## src/rtl/twi_seq_pkg.sv

```systemverilog
// twi_seq_pkg: shared types and constants of the twi packet sequencer
// no dependencies; imported by twi_seq_ctrl, twi_seq_oreg, twi_seq_check, the top level and the testbench

package twi_seq_pkg;

	// item kinds on the input channel
	localparam logic [1:0] KIND_EVENT = 2'd0;
	localparam logic [1:0] KIND_LOAD  = 2'd1;
	localparam logic [1:0] KIND_SEND  = 2'd2;
	localparam logic [1:0] KIND_MREAD = 2'd3;

	// configuration register indexes
	localparam logic CFG_SLAVE_ENABLED  = 1'b0;
	localparam logic CFG_SLAVE_CAPACITY = 1'b1;

	localparam logic [7:0] STATUS_MASK  = 8'hF8;
	localparam logic [7:0] SLAVE_CAP_MAX = 8'd254;
	localparam logic [7:0] SLAVE_CAP_RESET = 8'd32;

	// masked twi status codes
	localparam logic [7:0] ST_START          = 8'h08;
	localparam logic [7:0] ST_REP_START      = 8'h10;
	localparam logic [7:0] ST_MT_SLA_ACK     = 8'h18;
	localparam logic [7:0] ST_MT_SLA_NACK    = 8'h20;
	localparam logic [7:0] ST_MT_DATA_ACK    = 8'h28;
	localparam logic [7:0] ST_MT_DATA_NACK   = 8'h30;
	localparam logic [7:0] ST_ARB_LOST       = 8'h38;
	localparam logic [7:0] ST_MR_SLA_ACK     = 8'h40;
	localparam logic [7:0] ST_MR_SLA_NACK    = 8'h48;
	localparam logic [7:0] ST_MR_DATA_ACK    = 8'h50;
	localparam logic [7:0] ST_MR_DATA_NACK   = 8'h58;
	localparam logic [7:0] ST_SR_SLA_ACK     = 8'h60;
	localparam logic [7:0] ST_SR_ARB_SLA_ACK = 8'h68;
	localparam logic [7:0] ST_SR_ARB_GCALL   = 8'h78;
	localparam logic [7:0] ST_SR_DATA_ACK    = 8'h80;
	localparam logic [7:0] ST_SR_DATA_NACK   = 8'h88;
	localparam logic [7:0] ST_SR_STOP        = 8'hA0;

	// control bit positions
	localparam int CTRL_INT   = 0;
	localparam int CTRL_ACK   = 1;
	localparam int CTRL_START = 2;
	localparam int CTRL_STOP  = 3;

	localparam logic CHAN_SLAVE  = 1'b0;
	localparam logic CHAN_MASTER = 1'b1;

	typedef struct packed {
		logic       ctrl_write;
		logic [3:0] ctrl_bits;
		logic       tx_valid;
		logic       tx_from_mem;
		logic [7:0] tx_byte;
		logic       channel;
		logic       rx_valid;
		logic [7:0] rx_byte;
		logic [7:0] rx_index;
		logic       deliver_valid;
		logic [7:0] deliver_length;
		logic       send_done;
	} res_t;

endpackage

```

## src/rtl/twi_seq_store.sv

```systemverilog
// twi_seq_store: transmit byte memory, one write and one registered read port
// no package dependencies

module twi_seq_store #(
	parameter int TX_DEPTH = 256,
	parameter int AW = $clog2(TX_DEPTH)
) (
	input  logic          clk,
	input  logic          we,
	input  logic [AW-1:0] waddr,
	input  logic [7:0]    wdata,
	input  logic          re,
	input  logic [AW-1:0] raddr,
	output logic [7:0]    rdata
);

	logic [7:0] mem [TX_DEPTH];
	logic [7:0] rdata_q;

	always_ff @(posedge clk) begin
		if (we) begin
			mem[waddr] <= wdata;
		end
	end

	// read data held until the next read so it stays aligned with its stage
	always_ff @(posedge clk) begin
		if (re) begin
			rdata_q <= mem[raddr];
		end
	end

	assign rdata = rdata_q;

endmodule

```

## src/rtl/twi_seq_ctrl.sv

```systemverilog
// twi_seq_ctrl: sequencer state, configuration registers and per-item decision
// depends on twi_seq_pkg; drives the ports of twi_seq_store

module twi_seq_ctrl #(
	parameter int TX_DEPTH = 256,
	parameter int AW = $clog2(TX_DEPTH)
) (
	input  logic               clk,
	input  logic               arst_n,
	input  logic               cfg_we,
	input  logic               cfg_index,
	input  logic [7:0]         cfg_data,
	input  logic               acc,
	input  logic [1:0]         kind,
	input  logic [7:0]         status,
	input  logic [7:0]         data_byte,
	input  logic [7:0]         index,
	input  logic [6:0]         address,
	input  logic [7:0]         length,
	output twi_seq_pkg::res_t  res,
	output logic               mem_we,
	output logic [AW-1:0]      mem_waddr,
	output logic [7:0]         mem_wdata,
	output logic               mem_re,
	output logic [AW-1:0]      mem_raddr
);

	import twi_seq_pkg::*;

	logic       slave_en_q;
	logic [7:0] slave_cap_q;

	logic       bus_held_q, nack_next_q, tx_pending_q, mr_pending_q;
	logic [6:0] tx_dest_q, mr_address_q;
	logic [7:0] tx_length_q, tx_position_q, slave_count_q;
	logic [7:0] mr_capacity_q, mr_count_q;

	logic       bus_held_d, nack_next_d, tx_pending_d, mr_pending_d;
	logic [6:0] tx_dest_d, mr_address_d;
	logic [7:0] tx_length_d, tx_position_d, slave_count_d;
	logic [7:0] mr_capacity_d, mr_count_d;

	logic       do_ctrl, int_clr, need, rd;
	logic [7:0] status_m, cap, mr_count_inc;
	res_t       r;

	assign status_m     = status & STATUS_MASK;
	assign cap          = (slave_cap_q > SLAVE_CAP_MAX) ? SLAVE_CAP_MAX : slave_cap_q;
	assign mr_count_inc = mr_count_q + 8'd1;

	always_comb begin
		bus_held_d    = bus_held_q;
		nack_next_d   = nack_next_q;
		tx_pending_d  = tx_pending_q;
		mr_pending_d  = mr_pending_q;
		tx_dest_d     = tx_dest_q;
		mr_address_d  = mr_address_q;
		tx_length_d   = tx_length_q;
		tx_position_d = tx_position_q;
		slave_count_d = slave_count_q;
		mr_capacity_d = mr_capacity_q;
		mr_count_d    = mr_count_q;
		r       = '0;
		do_ctrl = 1'b0;
		int_clr = 1'b0;
		rd      = 1'b0;
		need    = 1'b0;

		unique case (kind)
			KIND_LOAD: begin
				// store write is driven below
			end
			KIND_SEND: begin
				if (!tx_pending_q && !bus_held_q) begin
					tx_pending_d = 1'b1;
					tx_dest_d    = address;
					tx_length_d  = ({1'b0, length} > 9'(TX_DEPTH)) ? 8'(TX_DEPTH) : length;
					do_ctrl      = 1'b1;
				end
			end
			KIND_MREAD: begin
				if (!mr_pending_q) begin
					mr_pending_d  = 1'b1;
					mr_address_d  = address;
					mr_capacity_d = length;
					do_ctrl       = 1'b1;
				end
			end
			default: begin
				do_ctrl = 1'b1;
				int_clr = 1'b1;
				unique case (status_m)
					ST_START, ST_REP_START: begin
						if (tx_pending_q) begin
							r.tx_valid    = 1'b1;
							r.tx_byte     = {tx_dest_q, 1'b0};
							tx_position_d = '0;
							bus_held_d    = 1'b1;
						end else if (mr_pending_q) begin
							r.tx_valid = 1'b1;
							r.tx_byte  = {mr_address_q, 1'b1};
							mr_count_d = '0;
							bus_held_d = 1'b1;
						end
					end
					ST_MT_SLA_NACK, ST_MT_DATA_NACK: begin
						if (tx_pending_q) begin
							tx_pending_d = 1'b0;
							r.send_done  = 1'b1;
						end
					end
					ST_ARB_LOST, ST_SR_ARB_GCALL: begin
						bus_held_d = 1'b0;
					end
					ST_MT_SLA_ACK, ST_MT_DATA_ACK: begin
						if (tx_pending_q) begin
							if (tx_position_q >= tx_length_q) begin
								tx_pending_d = 1'b0;
								r.send_done  = 1'b1;
							end else begin
								// byte comes from the store's registered read, merged in the result stage
								r.tx_valid    = 1'b1;
								r.tx_from_mem = 1'b1;
								rd            = 1'b1;
								tx_position_d = tx_position_q + 8'd1;
							end
						end
					end
					ST_SR_SLA_ACK, ST_SR_ARB_SLA_ACK: begin
						if (status_m == ST_SR_ARB_SLA_ACK) begin
							bus_held_d = 1'b0;
						end
						if (!slave_en_q || slave_count_q != 8'd0) begin
							nack_next_d = 1'b1;
						end
					end
					ST_SR_DATA_ACK: begin
						if (!slave_en_q) begin
							nack_next_d = 1'b1;
						end else if (slave_count_q >= cap) begin
							nack_next_d   = 1'b1;
							slave_count_d = cap + 8'd1;
						end else begin
							r.channel     = CHAN_SLAVE;
							r.rx_valid    = 1'b1;
							r.rx_byte     = data_byte;
							r.rx_index    = slave_count_q;
							slave_count_d = slave_count_q + 8'd1;
						end
					end
					ST_SR_DATA_NACK: begin
						if (slave_en_q) begin
							slave_count_d = cap + 8'd1;
						end
					end
					ST_SR_STOP: begin
						if (slave_en_q) begin
							if (slave_count_q != 8'd0 && slave_count_q <= cap) begin
								r.channel        = CHAN_SLAVE;
								r.deliver_valid  = 1'b1;
								r.deliver_length = slave_count_q;
							end
							slave_count_d = '0;
						end
					end
					ST_MR_SLA_ACK: begin
						if (mr_pending_q && mr_capacity_q != 8'd0 &&
						    mr_count_q == mr_capacity_q - 8'd1) begin
							nack_next_d = 1'b1;
						end
					end
					ST_MR_DATA_ACK, ST_MR_DATA_NACK: begin
						if (mr_pending_q) begin
							if (mr_count_q >= mr_capacity_q) begin
								// read marked invalid
								mr_count_d = (mr_capacity_q == 8'd255) ? 8'd255
								             : mr_capacity_q + 8'd1;
							end else begin
								r.channel  = CHAN_MASTER;
								r.rx_valid = 1'b1;
								r.rx_byte  = data_byte;
								r.rx_index = mr_count_q;
								mr_count_d = mr_count_inc;
								if (mr_capacity_q != 8'd0 &&
								    mr_count_inc == mr_capacity_q - 8'd1) begin
									nack_next_d = 1'b1;
								end
								if (mr_count_inc == mr_capacity_q) begin
									r.deliver_valid  = 1'b1;
									r.deliver_length = mr_count_inc;
									mr_pending_d     = 1'b0;
								end
							end
						end
					end
					ST_MR_SLA_NACK: begin
						if (mr_pending_q) begin
							r.channel        = CHAN_MASTER;
							r.deliver_valid  = 1'b1;
							r.deliver_length = mr_count_q;
							mr_pending_d     = 1'b0;
						end
					end
					default: begin
					end
				endcase
			end
		endcase

		// control register write sees the state left by this item
		if (do_ctrl) begin
			need                   = tx_pending_d || mr_pending_d;
			r.ctrl_write           = 1'b1;
			r.ctrl_bits[CTRL_INT]  = int_clr;
			r.ctrl_bits[CTRL_ACK]  = !nack_next_d;
			nack_next_d            = 1'b0;
			r.ctrl_bits[CTRL_START] = need && !bus_held_d;
			if (!need && bus_held_d) begin
				r.ctrl_bits[CTRL_STOP] = 1'b1;
				bus_held_d             = 1'b0;
			end
		end
	end

	assign res       = r;
	assign mem_we    = acc && (kind == KIND_LOAD) && ({1'b0, index} < 9'(TX_DEPTH));
	assign mem_waddr = index[AW-1:0];
	assign mem_wdata = data_byte;
	assign mem_re    = acc && rd;
	assign mem_raddr = tx_position_q[AW-1:0];

	always_ff @(posedge clk or negedge arst_n) begin
		if (!arst_n) begin
			slave_en_q  <= 1'b0;
			slave_cap_q <= SLAVE_CAP_RESET;
		end else if (cfg_we) begin
			if (cfg_index == CFG_SLAVE_ENABLED) begin
				slave_en_q <= cfg_data[0];
			end else begin
				slave_cap_q <= cfg_data;
			end
		end
	end

	always_ff @(posedge clk or negedge arst_n) begin
		if (!arst_n) begin
			bus_held_q    <= 1'b0;
			nack_next_q   <= 1'b0;
			tx_pending_q  <= 1'b0;
			mr_pending_q  <= 1'b0;
			tx_dest_q     <= '0;
			mr_address_q  <= '0;
			tx_length_q   <= '0;
			tx_position_q <= '0;
			slave_count_q <= '0;
			mr_capacity_q <= '0;
			mr_count_q    <= '0;
		end else if (acc) begin
			bus_held_q    <= bus_held_d;
			nack_next_q   <= nack_next_d;
			tx_pending_q  <= tx_pending_d;
			mr_pending_q  <= mr_pending_d;
			tx_dest_q     <= tx_dest_d;
			mr_address_q  <= mr_address_d;
			tx_length_q   <= tx_length_d;
			tx_position_q <= tx_position_d;
			slave_count_q <= slave_count_d;
			mr_capacity_q <= mr_capacity_d;
			mr_count_q    <= mr_count_d;
		end
	end

endmodule

```

## src/rtl/twi_seq_oreg.sv

```systemverilog
// twi_seq_oreg: result stage aligned with the store read, plus output register
// depends on twi_seq_pkg

module twi_seq_oreg (
	input  logic              clk,
	input  logic              arst_n,
	input  logic              acc,
	input  twi_seq_pkg::res_t res_c,
	input  logic [7:0]        mem_rdata,
	input  logic              out_ready,
	output logic              in_ready,
	output logic              out_valid,
	output twi_seq_pkg::res_t res_out
);

	import twi_seq_pkg::*;

	logic s1_valid_s1, out_valid_q, move;
	res_t res_s1, res_q, merged;

	assign move     = s1_valid_s1 && (!out_valid_q || out_ready);
	assign in_ready = !s1_valid_s1 || move;

	always_comb begin
		merged = res_s1;
		if (res_s1.tx_from_mem) begin
			merged.tx_byte = mem_rdata;
		end
	end

	always_ff @(posedge clk or negedge arst_n) begin
		if (!arst_n) begin
			s1_valid_s1 <= 1'b0;
			out_valid_q <= 1'b0;
		end else begin
			if (acc) begin
				s1_valid_s1 <= 1'b1;
			end else if (move) begin
				s1_valid_s1 <= 1'b0;
			end
			if (move) begin
				out_valid_q <= 1'b1;
			end else if (out_ready) begin
				out_valid_q <= 1'b0;
			end
		end
	end

	always_ff @(posedge clk) begin
		if (acc) begin
			res_s1 <= res_c;
		end
		if (move) begin
			res_q <= merged;
		end
	end

	assign out_valid = out_valid_q;
	assign res_out   = res_q;

endmodule

```

## src/rtl/twi_packet_sequencer.sv

```systemverilog
// twi_packet_sequencer: top level of the packet-level i2c sequencer
// depends on twi_seq_pkg, twi_seq_ctrl, twi_seq_store, twi_seq_oreg
//
// Usage: every transfer on the input channel (in_valid/in_ready) is one item:
// a masked twi status event, a load of one transmit byte, a send request or a
// master read request. Each item gives exactly one result transfer on the
// output channel (out_valid/out_ready), in order. Configuration (slave enable,
// slave capacity) is written through cfg_we/cfg_index/cfg_data while idle.
// A result passes through the result stage and then the output register before it
// is offered on the output channel. The sequencer state updates in the accept
// cycle and the transmit memory is read then; its registered read data joins the
// result in the result stage.
// Throughput: one item per cycle when not stalled; the result stage and the
// output register let a new item enter while an earlier result waits at the
// output. On a receiver stall, in_ready drops once both stages hold a result.
// Reset clears all sequencer state and sets the configuration to slave
// disabled, capacity 32. The transmit memory is not cleared: bytes must be
// loaded before they are sent.

module twi_packet_sequencer #(
	parameter int TX_DEPTH = 256
) (
	input  logic       clk,
	input  logic       arst_n,
	input  logic       cfg_we,
	input  logic       cfg_index,
	input  logic [7:0] cfg_data,
	input  logic       in_valid,
	output logic       in_ready,
	input  logic [1:0] kind,
	input  logic [7:0] status,
	input  logic [7:0] data_byte,
	input  logic [7:0] index,
	input  logic [6:0] address,
	input  logic [7:0] length,
	output logic       out_valid,
	input  logic       out_ready,
	output logic       ctrl_write,
	output logic [3:0] ctrl_bits,
	output logic       tx_valid,
	output logic [7:0] tx_byte,
	output logic       channel,
	output logic       rx_valid,
	output logic [7:0] rx_byte,
	output logic [7:0] rx_index,
	output logic       deliver_valid,
	output logic [7:0] deliver_length,
	output logic       send_done
);

	import twi_seq_pkg::*;

	localparam int AW = $clog2(TX_DEPTH);

	logic          acc, mem_we, mem_re;
	logic [AW-1:0] mem_waddr, mem_raddr;
	logic [7:0]    mem_wdata, mem_rdata;
	res_t          res_c, res_out;

	assign acc = in_valid && in_ready;

	twi_seq_ctrl #(.TX_DEPTH(TX_DEPTH), .AW(AW)) u_ctrl (
		.clk       (clk),
		.arst_n    (arst_n),
		.cfg_we    (cfg_we),
		.cfg_index (cfg_index),
		.cfg_data  (cfg_data),
		.acc       (acc),
		.kind      (kind),
		.status    (status),
		.data_byte (data_byte),
		.index     (index),
		.address   (address),
		.length    (length),
		.res       (res_c),
		.mem_we    (mem_we),
		.mem_waddr (mem_waddr),
		.mem_wdata (mem_wdata),
		.mem_re    (mem_re),
		.mem_raddr (mem_raddr)
	);

	twi_seq_store #(.TX_DEPTH(TX_DEPTH), .AW(AW)) u_store (
		.clk   (clk),
		.we    (mem_we),
		.waddr (mem_waddr),
		.wdata (mem_wdata),
		.re    (mem_re),
		.raddr (mem_raddr),
		.rdata (mem_rdata)
	);

	twi_seq_oreg u_oreg (
		.clk       (clk),
		.arst_n    (arst_n),
		.acc       (acc),
		.res_c     (res_c),
		.mem_rdata (mem_rdata),
		.out_ready (out_ready),
		.in_ready  (in_ready),
		.out_valid (out_valid),
		.res_out   (res_out)
	);

	assign ctrl_write     = res_out.ctrl_write;
	assign ctrl_bits      = res_out.ctrl_bits;
	assign tx_valid       = res_out.tx_valid;
	assign tx_byte        = res_out.tx_byte;
	assign channel        = res_out.channel;
	assign rx_valid       = res_out.rx_valid;
	assign rx_byte        = res_out.rx_byte;
	assign rx_index       = res_out.rx_index;
	assign deliver_valid  = res_out.deliver_valid;
	assign deliver_length = res_out.deliver_length;
	assign send_done      = res_out.send_done;

endmodule

```

## config.mk

```make
export PLATFORM = sky130hd
export DESIGN_NAME = twi_packet_sequencer
export DESIGN_NICKNAME = d
export VERILOG_FILES = /design/src/rtl/twi_seq_pkg.sv /design/src/rtl/twi_seq_store.sv /design/src/rtl/twi_seq_ctrl.sv /design/src/rtl/twi_seq_oreg.sv /design/src/rtl/twi_packet_sequencer.sv
export SDC_FILE = /design/constraint.sdc
export NUM_CORES = 2
export LEC_CHECK = 0
export CORE_UTILIZATION = 50
export CTS_CLUSTER_DIAMETER = 60
export CTS_CLUSTER_SIZE = 40
export DETAILED_ROUTE_END_ITERATION = 8
export DONT_BUFFER_PORTS = 1
export MAX_ROUTING_LAYER = met4
export PLACE_DENSITY_LB_ADDON = 0.2
export RECOVER_POWER = 25
export SLEW_MARGIN = 0
export SYNTH_ARGS = -nofsm -noshare
export SYNTH_HDL_FRONTEND = slang
export SYNTH_SLANG_ARGS = --single-unit
```

## constraint.sdc

```tcl
create_clock -name clk -period 9.6 [get_ports clk]
set_clock_uncertainty 0.1 [all_clocks]
set_input_delay 2.88 -clock clk [delete_from_list [all_inputs] [get_ports clk]]
set_output_delay 2.88 -clock clk [all_outputs]
set_load 0.005 [all_outputs]
```

Yosys cells after proc, flatten, opt, wreduce, memory -nomap -nowiden
Memory sizes are Yosys's and may differ from the RTL's. A register that Yosys moved wholly into a read port is not among the register bits.
Cells that the tools add are included.

word-level totals
  bits in registers = 154
  RAM bits = 2048
  bits of input ports = 55
  output and inout bits = 44
  memories = 1

memories
  memory       depth  bits a word  rd ports  clocked after Yosys merged registers in  write ports  line                 text
  u_store.mem  256    8            1         1                                        1            twi_seq_store.sv:17  logic [7:0] mem [TX_DEPTH];

cells by class
  add/sub/neg operators = 6
  magnitude comparators = 6
  eq/ne operators = 33
  muxes and demuxes = 81
  bitwise operators = 6
  reductions and logical operators = 49

operator list
  cell                 count
  $mux 8               17
  $mux 27              2
  $add 8x1->8 const B  5
  $mux 1               38
  $mux 9               4
  $eq 5x4->1 const B   7
  $pmux 17 s2          1
  $pmux 8 s2           2
  $pmux 9 s3           1
  $eq 8x8->1           3
  $ge 8x8->1           3
  $pmux 8 s3           1
  $eq 5x3->1 const B   4
  $mux 18              1
  $reduce_and 6->1     3
  $mux 17              1
  $reduce_bool 8->1    2
  $reduce_or 2->1      8
  $eq 5x5->1 const B   3
  $ne 2x1->1 const B   7
  $pmux 1 s2           6
  $logic_and 1x1->1    11
  $eq 5x2->1 const B   2
  $reduce_or 5->1      2
  22 further kinds     47

Longest topological paths before layout
  depth after elaboration = 12
  gate-level depth with buffers = 15
  depth with buffers taken out = 11

Modules after synthesis
Synthesis repeated with hierarchy kept, for this count alone.

unflattened totals
  cells, all modules = 4492
  area, all modules = 88095.7 um2

modules (own cells, without submodules)
  module                times used  cells an instance  area an instance (um2)
  twi_seq_store         1           3733               79636.4
  twi_seq_ctrl          1           655                5652.9
  twi_seq_oreg          1           103                2800.2
  twi_packet_sequencer  1           1                  6.3

Worst setup path before layout
No wires, ideal clock.

  path kind = input -> output
  from = input out_ready
  to = output in_ready
  data arrival time = 3.070 ns
  data required time = 6.620 ns
  path slack = 3.550 ns
  stages = 1
  path through = nand3b_1

between the ends
  word-level cells in the longest chain between the ends = 3

ends and longest elaborated chain
  item                line                        text
  start: declaration  twi_packet_sequencer.sv:37  input logic out_ready,
  $logic_or 1x1->1    twi_seq_oreg.sv:21          assign move = s1_valid_s1 && (!out_valid_q || out_ready);
  $logic_and 1x1->1   twi_seq_oreg.sv:21
  $logic_or 1x1->1    twi_seq_oreg.sv:22          assign in_ready = !s1_valid_s1 || move;
  end: declaration    twi_packet_sequencer.sv:29  output logic in_ready,

No other way between the ends.

Worst setup path in the final report
Same ends and word-level chain as after synthesis.

==> results.toml <==
[timing]
timing.final.crit_period_ns = 6.09
setup_viol = 0
worst_slew_pin_slew_ns = 1.33
grt_setup_unrepaired = "false"
fin_crit_sh_pct = 63.5
fmax_mhz = 164
hold_violations = 0
slew_violations = 0
whs_ns = 0.322
maxSlewHeadroom_pct = 11.5
fin_tns_setup_ns = 0

[floorplan]
die-area_um2 = 177000
ios = 99
initial_core_util_pct = 50.4
die_h_um = 421
rows = 153
die_x_um = 421
core_area_um2 = 174000

[placement]
placed_cell_area_um2 = 90100
port_buffers = 0
routabilityCongestion = 0.893
dp_hpwl_um = 130000
dp_cells = 6710

[setup_path]
worstSetupEndpoint = "in_ready"
crit_path_end_kind = "primary output"
path_depth = 1
cp_slowest_stage_delay_ns = 0.23
cp_top_family = "simple AND/OR/NAND/NOR gates"
required_ns = 6.62
reg2reg_slack_ns = 4.12
crit_slowest_cell = "nand3b_1"
r2r-end = "u_store.rdata[5]$_DFFE_PP_"
critical_path.max_fanout = 4
crit-reg2reg-launch = "u_ctrl.mem_raddr[3]$_DFFE_PN0P_"
path_class = "input pin to primary output"
worstPathArrival_ns = 3.11
startpoint_type = "input pin"
crit_start = "out_ready"
cp_cell_sequence = "nand3b_1"
cp.buffers_inverters = 0
worstRegToRegCells = 9

[finish]
multi_input_area_um2 = 20300
final_common_cell = "edfxtp_1"
final_cell_mix = "edfxtp_1, mux4_2, nor2_1"
final_util_pct = 54.6
nNetsFinal = 4618
layout-drive-gt1-share_pct = 17.7
syn_to_final_growth_pct = 8.26
nFillCells = 13300
fin_cells = 6972
final-seq-area_um2 = 66000
final_cell_area_um2 = 95100

[global_route]
grt_pass1_wl_um = 324000
grt_pass1_vias = 43900
grt_use_total_pct = 26.3
grt-ovfl-total = 0
grt_max_degree = 258
antenna_found_initial = 10

[power]
peakVddDrop_uv = 159
seq_power_share_pct = 59.2
switching_share_pct = 22.1
leakagePower_nw = 28.4
powerDensity_nw_per_um2 = 192
combPwrFrac_pct = 3.8
p_int_w = 0.0142
power_frac_clock_pct = 37.0
switchingPower_w = 0.00402

[synth]
syn_nets = 4662
synthFlopType = "edfxtp_1"
syn_inst = 4572
syn-cell-area_um2 = 87800
async_flop_share_pct = 3.12
ys_seq_area_share_pct = 75.2
ys_types = 86
synth_edf_count = 2141
synth_seq_cells = 2210
avgSynthCellArea_um2 = 19.2
ys_warn_count = 0

[clock_tree]
cts_resized = 0
clk_pin_slew_worst_paths_ns = 0.07
tritoncts = "done"
htreeDepth = 4
postCtsSetupBuffers = 0
cts.sinks = 2210
clock_latency_ns = 0.84
clockBufferDepth = 3
hold_buffers = 0
root_buffer = "clkbuf_16"
cts_buffers = 141

[detailed_routing]
wl_um = 226000
drc = 0
drt-pass1-iter-count = 6
ant_nets = 0
vias = 44700
wire_per_inst_um = 32.5
drt_iter0_drc = 5846
viasPerCell = 6.42

[job]
cap_violations = 0

[outcome]
status = "completed"

[min_path]
hold_path.class = "flip-flop to flip-flop"
[synthesized netlist by cell type (53+ instances only)]
cell type  count  share of area (%)
a22oi_1      124                1.1
nand2_1      156               0.67
nor2_1       325                1.4
nand3_1       64               0.36
edfxtp_1    2141                 73
mux2_2        53               0.68
mux4_2       408                 10
dfrtp_1       68                1.9
a21oi_1      104               0.59
o21ai_0       65               0.37
clkbuf_1     142               0.61
mux2i_1      244                2.8
[power groups by stage]
stage                     Combinational, W  Clock (W)  Sequential, W
after floorplan                   0.000582          0         0.0109
after global placement            0.000680          0         0.0110
after detailed placement          0.000690          0         0.0110
after CTS                         0.000694    0.00684         0.0108
after global routing              0.000762    0.00715         0.0108
final                             0.000695    0.00675         0.0108
[layer usage]
metal	vias up	part of all wire [%]	track usage (%)
met5	-	0	-
met4	0	2.5	6.76
met3	300	8.6	4.87
met2	2050	48	40.3
met1	23800	41	36.6
li1	18600	-	-
[layout make-up]
class,instances,share of cell area (%)
repair buffers,76,0.705
flip-flops and latches,2210,69.5
well taps,2325,3.06
clock buffers,156,3.87
inverters,42,0.168
diodes,4,0.0105
multi-input cells,2057,21.4
clock inverters,102,1.36
[state kept, by name (all words and copies together), names as in the netlist, 8 cells and up]
signal / flops
u_ctrl.tx_length_q: 8
u_store.mem: 2048
u_ctrl.mem_raddr: 8
u_oreg.res_s1: 8
u_store.rdata: 8
u_ctrl.slave_count_q: 8
u_ctrl.mr_count_q: 8
u_oreg.res_out: 42
u_ctrl.mr_capacity_q: 8
u_oreg.merged: 35
u_ctrl.slave_cap_q: 8
[worst min path at each step]
stage	end	slack, ns	cells after the start	start
floorplan	u_oreg.res_out[0]$_DFFE_PP_	0.30	0	u_oreg.merged[0]$_SDFFCE_PN0P_
global placement	u_oreg.res_out[12]$_DFFE_PP_	0.30	0	u_oreg.merged[12]$_SDFFCE_PN0P_
detailed placement	u_oreg.res_out[5]$_DFFE_PP_	0.31	0	u_oreg.merged[5]$_SDFFCE_PN0P_
CTS	u_oreg.res_out[13]$_DFFE_PP_	0.32	0	u_oreg.merged[13]$_SDFFCE_PN0P_
global route	u_oreg.res_out[13]$_DFFE_PP_	0.32	0	u_oreg.merged[13]$_SDFFCE_PN0P_
finish	u_oreg.res_out[5]$_DFFE_PP_	0.32	0	u_oreg.merged[5]$_SDFFCE_PN0P_
[kinds of logic (layout without fill, tap and decap cells)]
group	Yosys count	after routing	share of synthesized area (%)
DFF	2210	2210	75.2
and+or+nand+nor	708	708	3.62
muxes	705	705	13.9
AOI/OAI and AO/OA	572	572	4.62
buffers and inverters	305	376	1.79
xor gates and xnor gates	37	37	0.378
adders and majority gates	35	35	0.499
other	0	4	0
[stage by stage]
| stage | setup slack, ns | power [W] |
|---|---|---|
| 6_report | 3.51 | 0.0182 |
| 5_1_grt | 3.33 | 0.0187 |
| 4_1_cts | 3.50 | 0.0183 |
| 3_5_place_dp | 2.67 | 0.0117 |
| 3_3_place_gp | 2.81 | 0.0117 |
| 2_1_floorplan | 3.55 | 0.0115 |
(Power assumes the default switching activity.)
